## src/hdl/dqe_pkg.sv

```systemverilog
// Shared types, constants and header byte table for the DNS query encoder.
// Has no dependencies. Every other file in hdl/ imports it.
package dqe_pkg;

  localparam int HDR_LEN   = 12;
  localparam int TAIL_LEN  = 5;
  localparam int LABEL_MAX = 63;
  localparam int NAME_MAX  = 255;

  localparam logic [7:0] DOT_CHAR = 8'd46;

  localparam logic [15:0] FLAGS_RESET = 16'h0100;
  localparam logic [15:0] QTYPE_RESET = 16'h0001;
  localparam logic [15:0] QCLASS_RESET = 16'h0001;

  // configuration register indexes
  localparam logic [1:0] REG_FLAGS  = 2'd0;
  localparam logic [1:0] REG_QTYPE  = 2'd1;
  localparam logic [1:0] REG_QCLASS = 2'd2;

  localparam logic MODE_CHAR = 1'b0;
  localparam logic MODE_END  = 1'b1;

  typedef struct packed {
    logic        mode;
    logic [7:0]  name_char;
    logic [15:0] query_id;
  } item_t;

  typedef struct packed {
    logic [8:0] out_offset;
    logic [7:0] out_byte;
    logic       last;
    logic       error;
  } result_t;

  typedef struct packed {
    logic [15:0] header_flags;
    logic [15:0] query_type;
    logic [15:0] query_class;
  } cfg_t;

  typedef enum logic [1:0] {
    PH_START,
    PH_HEAD,
    PH_TAIL
  } phase_t;

  // byte idx of the 12-byte message header
  function automatic logic [7:0] hdr_byte(input logic [3:0] idx, input logic [15:0] id,
                                          input logic [15:0] flags);
    logic [7:0] b;
    b = 8'd0;
    case (idx)
      4'd0: b = id[15:8];
      4'd1: b = id[7:0];
      4'd2: b = flags[15:8];
      4'd3: b = flags[7:0];
      4'd5: b = 8'd1;   // question count low byte
      default: b = 8'd0;
    endcase
    return b;
  endfunction

endpackage

```

## src/hdl/dns_query_encoder.sv

```systemverilog
// DNS query encoder top level: config registers, sequencer, result register.
// Depends on dqe_pkg, dqe_cfg, dqe_seq and dqe_out_reg.
//
// Usage:
//   Request channel (item_valid / item_stall / item): one name character per
//   request (mode 0), then one end request (mode 1). query_id is taken from
//   the first request of a name.
//   Result channel (result_valid / result_stall / result): (offset, byte)
//   writes into a message buffer; last marks the final write of a message,
//   error marks a rejected name (empty, label over 63, name over 255 bytes).
//   Config port (cfg_we / cfg_index / cfg_data): flags, qtype, qclass; write
//   only while idle.
// Timing:
//   A request is registered, and its results pass through the result register.
//   Characters stream at one per cycle while the result channel does not stall.
//   The first request of a name also emits the 12 header bytes, the end request
//   the length byte of an open label, root, type and class; the sequencer's
//   single result port emits them one by one, and item_stall is held meanwhile.
//   A stall on the result channel holds the result register and backs up
//   into item_stall in the same cycle.
// Reset clears all name state and loads the default config (flags 0x0100,
//   type 1, class 1); no result is pending after reset.
module dns_query_encoder (
  input  logic              clk,
  input  logic              rst,
  input  logic              item_valid,
  output logic              item_stall,
  input  dqe_pkg::item_t    item,
  output logic              result_valid,
  input  logic              result_stall,
  output dqe_pkg::result_t  result,
  input  logic              cfg_we,
  input  logic [1:0]        cfg_index,
  input  logic [15:0]       cfg_data
);
  import dqe_pkg::*;

  cfg_t    cfg;
  logic    push_valid;
  logic    push_ready;
  result_t push_data;

  dqe_cfg u_cfg (
    .clk       (clk),
    .rst       (rst),
    .cfg_we    (cfg_we),
    .cfg_index (cfg_index),
    .cfg_data  (cfg_data),
    .cfg       (cfg)
  );

  // per-request sequencing: header burst, body byte, trailer burst
  dqe_seq u_seq (
    .clk        (clk),
    .rst        (rst),
    .item_valid (item_valid),
    .item_stall (item_stall),
    .item       (item),
    .cfg        (cfg),
    .push_valid (push_valid),
    .push_data  (push_data),
    .push_ready (push_ready)
  );

  // result register decouples the sequencer from the receiver
  dqe_out_reg u_out (
    .clk          (clk),
    .rst          (rst),
    .push_valid   (push_valid),
    .push_data    (push_data),
    .push_ready   (push_ready),
    .result_valid (result_valid),
    .result_stall (result_stall),
    .result       (result)
  );

endmodule

```

## src/hdl/dqe_cfg.sv

```systemverilog
// Configuration registers: flags, query type and query class.
// Depends on dqe_pkg.
module dqe_cfg (
  input  logic                clk,
  input  logic                rst,
  input  logic                cfg_we,
  input  logic [1:0]          cfg_index,
  input  logic [15:0]         cfg_data,
  output dqe_pkg::cfg_t       cfg
);
  import dqe_pkg::*;

  always_ff @(posedge clk) begin
    if (rst) begin
      cfg.header_flags <= FLAGS_RESET;
      cfg.query_type   <= QTYPE_RESET;
      cfg.query_class  <= QCLASS_RESET;
    end else if (cfg_we) begin
      unique case (cfg_index)
        REG_FLAGS:  cfg.header_flags <= cfg_data;
        REG_QTYPE:  cfg.query_type   <= cfg_data;
        REG_QCLASS: cfg.query_class  <= cfg_data;
        default: ;  // unmapped index, ignored
      endcase
    end
  end

endmodule

```

## src/hdl/dqe_seq.sv

```systemverilog
// Request register, name state and result sequencer of the DNS query encoder.
// Depends on dqe_pkg. Feeds dqe_out_reg one result per cycle while push_ready allows.
module dqe_seq (
  input  logic              clk,
  input  logic              rst,
  input  logic              item_valid,
  output logic              item_stall,
  input  dqe_pkg::item_t    item,
  input  dqe_pkg::cfg_t     cfg,
  output logic              push_valid,
  output dqe_pkg::result_t  push_data,
  input  logic              push_ready
);
  import dqe_pkg::*;

  // held request
  logic  held;
  item_t req;

  // sequencer
  phase_t     phase, phase_next;
  logic [3:0] cnt, cnt_next;

  // name state
  logic       in_name, in_name_next;
  logic [8:0] write_pos, write_pos_next;
  logic [8:0] label_start, label_start_next;
  logic [6:0] label_len, label_len_next;
  logic       any_label, any_label_next;
  logic       failed, failed_next;

  logic       emit, done, advance, load;
  result_t    res;

  logic [9:0] used;
  logic [9:0] need;
  logic       too_long;
  logic [8:0] char_pos;

  assign used     = {1'b0, write_pos} - 10'(HDR_LEN);
  assign need     = (label_len == 7'd0) ? 10'd2 : 10'd1;
  assign too_long = (8'(label_len) + 8'd1 > 8'(LABEL_MAX)) ||
                    (used + need + 10'd1 > 10'(NAME_MAX));
  assign char_pos = (label_len == 7'd0) ? write_pos + 9'd1 : write_pos;

  assign advance    = !emit || push_ready;
  assign load       = !held || (done && advance);
  assign item_stall = !load;
  assign push_valid = held && emit;
  assign push_data  = res;

  // next phase
  always_comb begin
    phase_next = phase;
    cnt_next   = cnt;
    unique case (phase)
      PH_START: begin
        if (!in_name && req.mode == MODE_CHAR) begin
          phase_next = PH_HEAD;
          cnt_next   = 4'd1;
        end else if (in_name && req.mode == MODE_END && !failed && any_label) begin
          phase_next = PH_TAIL;
          cnt_next   = 4'd0;
        end
      end
      PH_HEAD: begin
        if (cnt == 4'(HDR_LEN - 1)) begin
          phase_next = PH_START;  // then handle the character itself
          cnt_next   = 4'd0;
        end else begin
          cnt_next = cnt + 4'd1;
        end
      end
      PH_TAIL: begin
        if (cnt == 4'(TAIL_LEN - 1)) begin
          phase_next = PH_START;
          cnt_next   = 4'd0;
        end else begin
          cnt_next = cnt + 4'd1;
        end
      end
      default: begin
        phase_next = PH_START;
        cnt_next   = 4'd0;
      end
    endcase
  end

  // result and name state
  always_comb begin
    emit             = 1'b0;
    done             = 1'b0;
    res              = '0;
    in_name_next     = in_name;
    write_pos_next   = write_pos;
    label_start_next = label_start;
    label_len_next   = label_len;
    any_label_next   = any_label;
    failed_next      = failed;
    unique case (phase)
      PH_START: begin
        if (!in_name && req.mode == MODE_END) begin
          emit      = 1'b1;
          res.last  = 1'b1;
          res.error = 1'b1;
          done      = 1'b1;
        end else if (!in_name) begin
          emit             = 1'b1;
          res.out_byte     = hdr_byte(4'd0, req.query_id, cfg.header_flags);
          in_name_next     = 1'b1;
          write_pos_next   = 9'(HDR_LEN);
          label_start_next = 9'(HDR_LEN);
          label_len_next   = 7'd0;
          any_label_next   = 1'b0;
          failed_next      = 1'b0;
        end else if (req.mode == MODE_CHAR) begin
          done = 1'b1;
          if (failed) begin
            // swallow characters after a limit was broken
          end else if (req.name_char == DOT_CHAR) begin
            if (label_len != 7'd0) begin
              emit           = 1'b1;
              res.out_offset = label_start;
              res.out_byte   = 8'(label_len);
              label_len_next = 7'd0;
            end
          end else if (too_long) begin
            failed_next = 1'b1;
          end else begin
            emit           = 1'b1;
            res.out_offset = char_pos;
            res.out_byte   = req.name_char;
            if (label_len == 7'd0) label_start_next = write_pos;
            write_pos_next = char_pos + 9'd1;
            label_len_next = label_len + 7'd1;
            any_label_next = 1'b1;
          end
        end else if (failed || !any_label) begin
          emit      = 1'b1;
          res.last  = 1'b1;
          res.error = 1'b1;
          done      = 1'b1;
        end else if (label_len != 7'd0) begin
          // close the open label, trailer follows
          emit           = 1'b1;
          res.out_offset = label_start;
          res.out_byte   = 8'(label_len);
        end
        if (done && req.mode == MODE_END) begin
          in_name_next     = 1'b0;
          write_pos_next   = 9'd0;
          label_start_next = 9'd0;
          label_len_next   = 7'd0;
          any_label_next   = 1'b0;
          failed_next      = 1'b0;
        end
      end
      PH_HEAD: begin
        emit           = 1'b1;
        res.out_offset = {5'd0, cnt};
        res.out_byte   = hdr_byte(cnt, req.query_id, cfg.header_flags);
      end
      PH_TAIL: begin
        emit           = 1'b1;
        res.out_offset = write_pos + 9'(cnt);
        case (cnt)
          4'd1: res.out_byte = cfg.query_type[15:8];
          4'd2: res.out_byte = cfg.query_type[7:0];
          4'd3: res.out_byte = cfg.query_class[15:8];
          4'd4: res.out_byte = cfg.query_class[7:0];
          default: res.out_byte = 8'd0;  // root label
        endcase
        if (cnt == 4'(TAIL_LEN - 1)) begin
          res.last         = 1'b1;
          done             = 1'b1;
          in_name_next     = 1'b0;
          write_pos_next   = 9'd0;
          label_start_next = 9'd0;
          label_len_next   = 7'd0;
          any_label_next   = 1'b0;
          failed_next      = 1'b0;
        end
      end
      default: ;
    endcase
  end

  always_ff @(posedge clk) begin
    if (load) req <= item;
  end

  always_ff @(posedge clk) begin
    if (rst) begin
      held        <= 1'b0;
      phase       <= PH_START;
      cnt         <= 4'd0;
      in_name     <= 1'b0;
      write_pos   <= 9'd0;
      label_start <= 9'd0;
      label_len   <= 7'd0;
      any_label   <= 1'b0;
      failed      <= 1'b0;
    end else begin
      if (load) held <= item_valid;
      if (held && advance) begin
        phase       <= phase_next;
        cnt         <= cnt_next;
        in_name     <= in_name_next;
        write_pos   <= write_pos_next;
        label_start <= label_start_next;
        label_len   <= label_len_next;
        any_label   <= any_label_next;
        failed      <= failed_next;
      end
    end
  end

`ifndef SYNTHESIS
  a_burst_has_req: assert property (@(posedge clk) disable iff (rst)
    phase != PH_START |-> held)
    else $error("header or trailer burst without a held request");

  a_pos_range: assert property (@(posedge clk) disable iff (rst)
    in_name |-> write_pos >= 9'(HDR_LEN) && write_pos <= 9'(HDR_LEN + NAME_MAX - 1))
    else $error("write position out of message range");

  a_label_range: assert property (@(posedge clk) disable iff (rst)
    label_len <= 7'(LABEL_MAX))
    else $error("label length above limit");

  a_failed_in_name: assert property (@(posedge clk) disable iff (rst)
    (failed || any_label) |-> in_name)
    else $error("name flags set outside a name");

  a_last_done: assert property (@(posedge clk) disable iff (rst)
    (push_valid && push_data.last) |-> done)
    else $error("last result does not end the request");
`endif

endmodule

```

## src/hdl/dqe_out_reg.sv

```systemverilog
// Result register between the sequencer and the result channel.
// Depends on dqe_pkg.
module dqe_out_reg (
  input  logic              clk,
  input  logic              rst,
  input  logic              push_valid,
  input  dqe_pkg::result_t  push_data,
  output logic              push_ready,
  output logic              result_valid,
  input  logic              result_stall,
  output dqe_pkg::result_t  result
);
  import dqe_pkg::*;

  // slot frees when empty or when its result is taken this cycle
  assign push_ready = !result_valid || !result_stall;

  always_ff @(posedge clk) begin
    if (rst) begin
      result_valid <= 1'b0;
    end else if (push_ready) begin
      result_valid <= push_valid;
    end
  end

  always_ff @(posedge clk) begin
    if (push_ready && push_valid) result <= push_data;
  end

endmodule
```

## config.mk

```make
export PLATFORM = sky130hd
export DESIGN_NAME = dns_query_encoder
export DESIGN_NICKNAME = d
export VERILOG_FILES = /design/src/hdl/dqe_pkg.sv /design/src/hdl/dns_query_encoder.sv /design/src/hdl/dqe_cfg.sv /design/src/hdl/dqe_seq.sv /design/src/hdl/dqe_out_reg.sv
export SDC_FILE = /design/constraint.sdc
export NUM_CORES = 1
export LEC_CHECK = 0
export BUFFER_PORTS_ARGS = -buffer_cell sky130_fd_sc_hd__buf_2
export CORE_MARGIN = 1.5
export CORE_UTILIZATION = 42
export CTS_CLUSTER_SIZE = 12
export DETAILED_ROUTE_END_ITERATION = 16
export MAX_ROUTING_LAYER = met4
export PLACE_DENSITY_LB_ADDON = 0.25
export SYNTH_ARGS = -nofsm -noshare
export SYNTH_HDL_FRONTEND = slang
export SYNTH_SLANG_ARGS = --single-unit
```

## constraint.sdc

```tcl
create_clock -name clk -period 8.55 [get_ports clk]
set_input_delay 0.855 -clock clk [delete_from_list [all_inputs] [get_ports clk]]
set_output_delay 0.855 -clock clk [all_outputs]
set_load 0.005 [all_outputs]
```

==> results of run 1 <==
where the power goes:
part           internal, mW  switching [mW]
clock                 0.405           0.318
combinational        0.0564           0.114
sequential            0.668          0.0251
synth_stat cells (12+ instances only):
cell	instances
nand2_1	119
a21oi_1	93
dfxtp_1	84
clkbuf_1	46
edfxtp_1	44
nor2_1	31
inv_1	24
nand3_1	24
o21ai_0	18
ha_1	17
nor3_1	17
o22ai_1	17
a22oi_1	15
xnor2_1	15
nand4_1	14
nor4_1	12
through the flow:
stage / power (mW) / setup WS, ns / hold WS, ns / area, sq um
6_report: 1.59 / 3.80 / 0.455 / 7800
5_1_grt: 1.64 / 3.54 / 0.472 / 7800
4_1_cts: 1.59 / 3.91 / 0.456 / 7800
3_5_place_dp: 0.873 / 4.17 / 0.447 / 7220
3_3_place_gp: 0.871 / 4.26 / 0.442 / 7220
2_1_floorplan: 0.804 / 3.55 / 0.436 / 6770
routing by layer:
layer,up-vias,GRT usage
li1,2947,-
met1,3047,0.345
met2,333,0.414
met3,52,0.0472
met4,0,0.103
met5,-,-
area by class of cell:
cell class / instances / area, sq um
Inverter: 24 / 90.1
Tap cell: 216 / 270
Clock inverter: 14 / 139
Timing Repair Buffer: 74 / 385
Fill cell: 1497 / 8020
Multi-Input combinational cell: 563 / 3470
Sequential cell: 128 / 3000
Clock buffer: 18 / 450
worst min-delay path, cell delays in order (launching register included):
cell     delay (ns)
dfxtp_1        0.31
nand2_1        0.05
a21oi_1        0.05
cell families (layout without fill, tap and decap cells):
family          count (synthesis)  in the layout
simple gates                  279            279
compound gates                244            244
flops                         128            128
mux                             3              3
xor+xnor                       19             19
fa+ha+maj                      18             18
buf+inv                        80            130
flip-flops by register name, summed over array words and instances (netlist names):
| signal | count |
|---|---|
| u_out.result | 19 |
| u_seq.write_pos | 9 |
| u_out.result_valid | 1 |
| u_seq.req | 25 |
| u_seq.failed | 1 |
| u_seq.any_label | 1 |
| u_cfg.cfg | 48 |
| u_seq.label_start | 9 |
| u_seq.cnt | 4 |
| u_seq.label_len | 7 |
| u_seq.in_name | 1 |
| u_seq.phase | 2 |
| u_seq.held | 1 |
final timing paths:
kind | start | end
max | u_seq.label_len[3] | item_stall
min | u_cfg.cfg[23] | u_cfg.cfg[23]
max reg2reg | u_seq.label_len[3] | u_out.result[13]
min reg2reg | u_cfg.cfg[23] | u_cfg.cfg[23]
==> metrics.cfg, run 1 <==
[sta]
max_freq_mhz = 210
setup_violations = 0
post-route-period-util = 0.556
clock_skew_ns = 0.00966
timing.final.max_slew_violations = 0
rsz0062_at_grt = no
tightestPinTransition_ns = 1.14
relSlewSlack = 0.237
hold_viol_final = 0
setup-tns-final_ns = 0
finalCriticalPeriod_ns = 4.75

[worst_setup_path]
reg2regPathDepth = 11
cp.depth = 12
slowest_delay_ns = 0.66
path_cells = nor4_1, nand2_1, xnor2_1, ha_1, o21ai_0, o211ai_1, o32ai_1, nor4b_1, or2_1, o21ai_2, inv_1, buf_2
crit_fanout = 14
r2r_setup_slack_ns = 4.03
crit_family = simple AND/OR/NAND/NOR gates
crit_required_ns = 7.70
critPathArrivalTime_ns = 3.90
worst-path-buf-inv = 2
start_kind = register
crit_path_end_kind = primary output
cpMaxStageDelayCell = nor4_1
critical_path_class = reg2out

[yosys]
synth-seq-cells = 128
synth.avg_cell_area_sq_um = 8.78
synth_area_leader_cell = dfxtp_1
synth_top_flop_cell = dfxtp_1
synth_compound_area_frac = 0.243
yosysTopAreaCellShare = 0.248
async_flop_share = 0
yosysSeqAreaShare = 0.444
synth_fa_ha_area_frac = 0.0344
synth_top_family_by_area = compound AO/OA/AOI/OAI gates
yosys.area_share.simple = 0.203
synth-xor-area-share = 0.0246
yosys_warnings = 0
synth_area_leaders = dfxtp_1, edfxtp_1, a21oi_1, nand2_1, ha_1
syn-cell-area_sq_mm = 0.00677
syn-num-nets = 837
syn-instance-count = 771
synth-edff-count = 44
synth_mux_area_frac = 0.00499
yosysUniqueCellTypes = 72

[clocking]
insertion_delay_ns = 0.43
cts.sinks = 128
cts_buffers = 17
path_clk_slew_ns = 0.06
cts_tree = yes
post-cts-setup-buffers = 0
cts_hold_buf = 0
htree_levels = 4
cts_resized = 0
root_buffer = clkbuf_16
clockBufferDepth = 2

[floorplan]
initial_utilization = 0.428
die_w_microns = 130
dieArea_sq_mm = 0.0169
rows = 46
coreArea_sq_mm = 0.0158
ios = 69
die_h_microns = 130

[layout]
antenna_cells = 0
drive_above_1_share = 0.156
syn_to_final_growth_pct = 15.3
nNetsFinal = 874
layout_commonest_cell = nand2_1
final_cell_count_no_fill = 1037
finalCoreUtilization = 0.493
final_cell_mix = nand2_1, a21oi_1, dfxtp_1

[min_path]
whs_path_depth = 2
hold_class = reg2reg

[route]
drc = 0
met1_length_mm = 9.29
drt_pass1_iterations = 5
via_count = 6379
dr_wl_met3_mm = 1.45
drt_first_iter_violations = 794
wire_per_inst_microns = 20.6
topRoutingLayerUsed = met4
dr_wl_met2_mm = 10.0
wl_mm = 21.4
ant_nets = 0
viasPerCell = 6.15

[place]
dp_hpwl_mm = 15.0
post-place-cells = 1005
numPortBuffers = 68
routabilityCongestion = 0.996

[global_routing]
grt_pass1_vias = 5890
grt_pass1_wl_mm = 33.1
grt_max_degree = 82
grt-ovfl-total = 0
grt.total_usage = 0.266
antenna_found_initial = 0

[job]
maxCapViolCount = 0

[pwr]
leakagePower_nw = 2.81
irDropWorstVdd_mv = 0.144
p_per_area_mw_per_mm2 = 203

[status]
outcome = finished clean

(Power assumes the default switching activity.)
==> run 2: changes to the inputs <==
--- a/config.mk
+++ b/config.mk
@@ -5,6 +5,7 @@
 export SDC_FILE = /design/constraint.sdc
 export NUM_CORES = 1
 export LEC_CHECK = 0
+export ABC_AREA = 1
 export BUFFER_PORTS_ARGS = -buffer_cell sky130_fd_sc_hd__buf_2
 export CORE_MARGIN = 1.5
 export CORE_UTILIZATION = 42
==> constraint.sdc (replaced) <==
create_clock -name clk -period 4.25 [get_ports clk]
set_input_delay 0.425 -clock clk [delete_from_list [all_inputs] [get_ports clk]]
set_output_delay 0.425 -clock clk [all_outputs]
set_load 0.005 [all_outputs]
==> metrics.cfg, run 2 <==
[clocking]
cts_tree = yes
path_clk_slew_ns = 0.06
post-cts-setup-buffers = 0
insertion_delay_ns = 0.42
htree_levels = 4
cts.sinks = 128
cts_buffers = 17
root_buffer = clkbuf_16
clockBufferDepth = 2

[global_routing]
grt_pass1_wl_mm = 32.1
antenna_found_initial = 0
grt-ovfl-total = 0
grt_pass1_vias = 6053
grt.total_usage = 0.239
grt_max_degree = 49

[route]
wl_mm = 19.7
drc = 0
drt_pass1_iterations = 7
wire_per_inst_microns = 16.3
via_count = 6611
viasPerCell = 5.46
ant_nets = 0
drt_first_iter_violations = 620

[yosys]
async_flop_share = 0
synth_area_leader_cell = dfxtp_1
synth_area_leaders = dfxtp_1, edfxtp_1, nor2_1, o21ai_0, nand2_1
yosysUniqueCellTypes = 46
synth-edff-count = 44
synth_top_flop_cell = dfxtp_1
yosysTopAreaCellShare = 0.240
yosys_warnings = 0
syn-cell-area_sq_mm = 0.00699
ys_top_cells_by_count = nor2_1, nand2_1, o21ai_0, inv_1, dfxtp_1
synth-seq-cells = 128
synth.avg_cell_area_sq_um = 7.57
syn-num-nets = 990
yosysSeqAreaShare = 0.429
yosysMostFrequentCell = nor2_1
syn-instance-count = 924

[worst_setup_path]
crit_required_ns = 3.83
crit_fanout = 12
crit_start = u_seq.label_len[0]
critical_path_class = reg2out
crit_path_end_kind = primary output
critPathArrivalTime_ns = 3.42
r2r-start = u_seq.label_len[0]
r2r_setup_slack_ns = 0.80
start_kind = register

[layout]
largest_register = u_cfg.cfg
final_cell_mix = nor2_1, nand2_1, o21ai_0
antenna_cells = 0
syn_to_final_growth_pct = 16.0
layout_commonest_cell = nor2_1
reg.largest.list = u_cfg.cfg x48, u_seq.req x25, u_out.result x19
drive_above_1_share = 0.147
final_cell_count_no_fill = 1210
largest_reg_flops = 48
final_area_sq_mm = 0.00811
nNetsFinal = 1047
num-fill-cells = 1557

[place]
post-place-cells = 1178
numPortBuffers = 68
dpl_cell_area_sq_mm = 0.00751
routabilityCongestion = 0.928
dp_hpwl_mm = 14.4

[pwr]
leakagePower_nw = 3.41
irDropWorstVdd_mv = 0.339
p_per_area_mw_per_mm2 = 446

[sta]
rsz0062_at_grt = no
setup-tns-final_ns = 0
tightestPinTransition_ns = 0.834
clock_skew_ns = 0.0116
finalCriticalPeriod_ns = 3.85
hold_viol_final = 0
post-route-period-util = 0.905
setup_violations = 0
max_freq_mhz = 260
relSlewSlack = 0.444
timing.final.max_slew_violations = 0

[floorplan]
die_w_microns = 132
initial_utilization = 0.435
coreArea_sq_mm = 0.0161
dieArea_sq_mm = 0.0174
rows = 46
ios = 69
die_h_microns = 132

[job]
maxCapViolCount = 0

[min_path]
hold_class = in2reg
min_from = item[1]

[status]
outcome = finished clean

-- run 2: cell count changes after synthesis, moves of 7 or more --
cell      previous run  this run
and2_1               7         0
inv_1               24        86
clkbuf_1            46        29
nand2_1            119       131
a22oi_1             15         1
nor4_1              12         4
o211ai_1            10         0
o21ai_0             18       101
xnor2_1             15         0
xor2_1               4        11
o22ai_1             17         5
a21oi_1             93        64
nor2_1              31       172
nand3_1             24        46
-- run 2: repair_timing --
item                                    4_1_cts  5_1_grt
endpoints found under the setup margin        0        1
resized for setup                             0        5
hold buffers                                  0        0
-- run 2: cell families (layout without fill, tap and decap cells) --
family / count (synthesis) / count (layout) / synth area share
simple gates: 409 / 409 / 0.262
compound gates: 223 / 223 / 0.183
buf+inv: 135 / 205 / 0.0780
flops: 128 / 128 / 0.429
fa+ha+maj: 18 / 18 / 0.0333
xor+xnor: 11 / 11 / 0.0138
-- run 2: layout make-up --
type	instances	area [sq um]	area share
repair buffers	78	432	0.0532
clock buffers	19	464	0.0572
clock inverters	13	120	0.0148
well taps	216	270	0.0333
inverters	95	359	0.0443
multi-input cells	661	3460	0.427
flip-flops and latches	128	3000	0.370
-- run 2: per-stage QoR --
| step | setup slack, ns | power (mW) | util | hold slack, ns |
|---|---|---|---|---|
| after global routing | 0.0341 | 3.80 | 0.505 | 0.155 |
| after detailed placement | 0.589 | 2.18 | 0.468 | 0.448 |
| after floorplan | 0.648 | 1.97 | - | 0.424 |
| after global placement | 0.689 | 2.17 | 0.468 | 0.441 |
| after CTS | 0.124 | 3.62 | 0.504 | 0.163 |
| final | 0.405 | 3.62 | 0.505 | 0.174 |
-- run 2: path summary, 6_finish.rpt --
check,to,depth (start not counted)
max,item_stall,25
min,u_seq.req[1],1
min reg2reg,u_seq.label_start[4],2
max reg2reg,u_out.result[16],23
-- run 2: report_power, final --
group / internal (mW) / leakage, nW / switching [mW]
Combinational: 0.234 / 1.98 / 0.478
Sequential: 1.39 / 1.13 / 0.0803
Clock: 0.863 / 0.295 / 0.575
Total: 2.48 / 3.41 / 1.13
-- run 2: routing by layer --
metal / global-route usage / vias to the layer above / part of all wire
li1: - / 3255 / -
met5: - / - / 0
met3: 0.0461 / 28 / 0.064
met2: 0.349 / 266 / 0.44
met1: 0.335 / 3062 / 0.48
met4: 0.0704 / 0 / 0.019
-- run 2: worst max-delay path, cell delays in order, from the launching register on --
cell	delay, ns
dfxtp_2	0.36
inv_1	0.08
ha_1	0.20
inv_1	0.06
nor2_2	0.06
nand3_4	0.14
buf_6	0.17
nand2_1	0.08
inv_1	0.06
nor2_1	0.04
ha_1	0.18
or2_1	0.20
nor2_1	0.14
a21oi_1	0.08
nand2_1	0.10
nand3_4	0.10
nand2_4	0.10
nand3_2	0.07
nand2_1	0.09
nand2_1	0.06
nand2_2	0.10
nand3_4	0.11
nand2_1	0.10
nand2_2	0.12
inv_1	0.11
buf_2	0.11
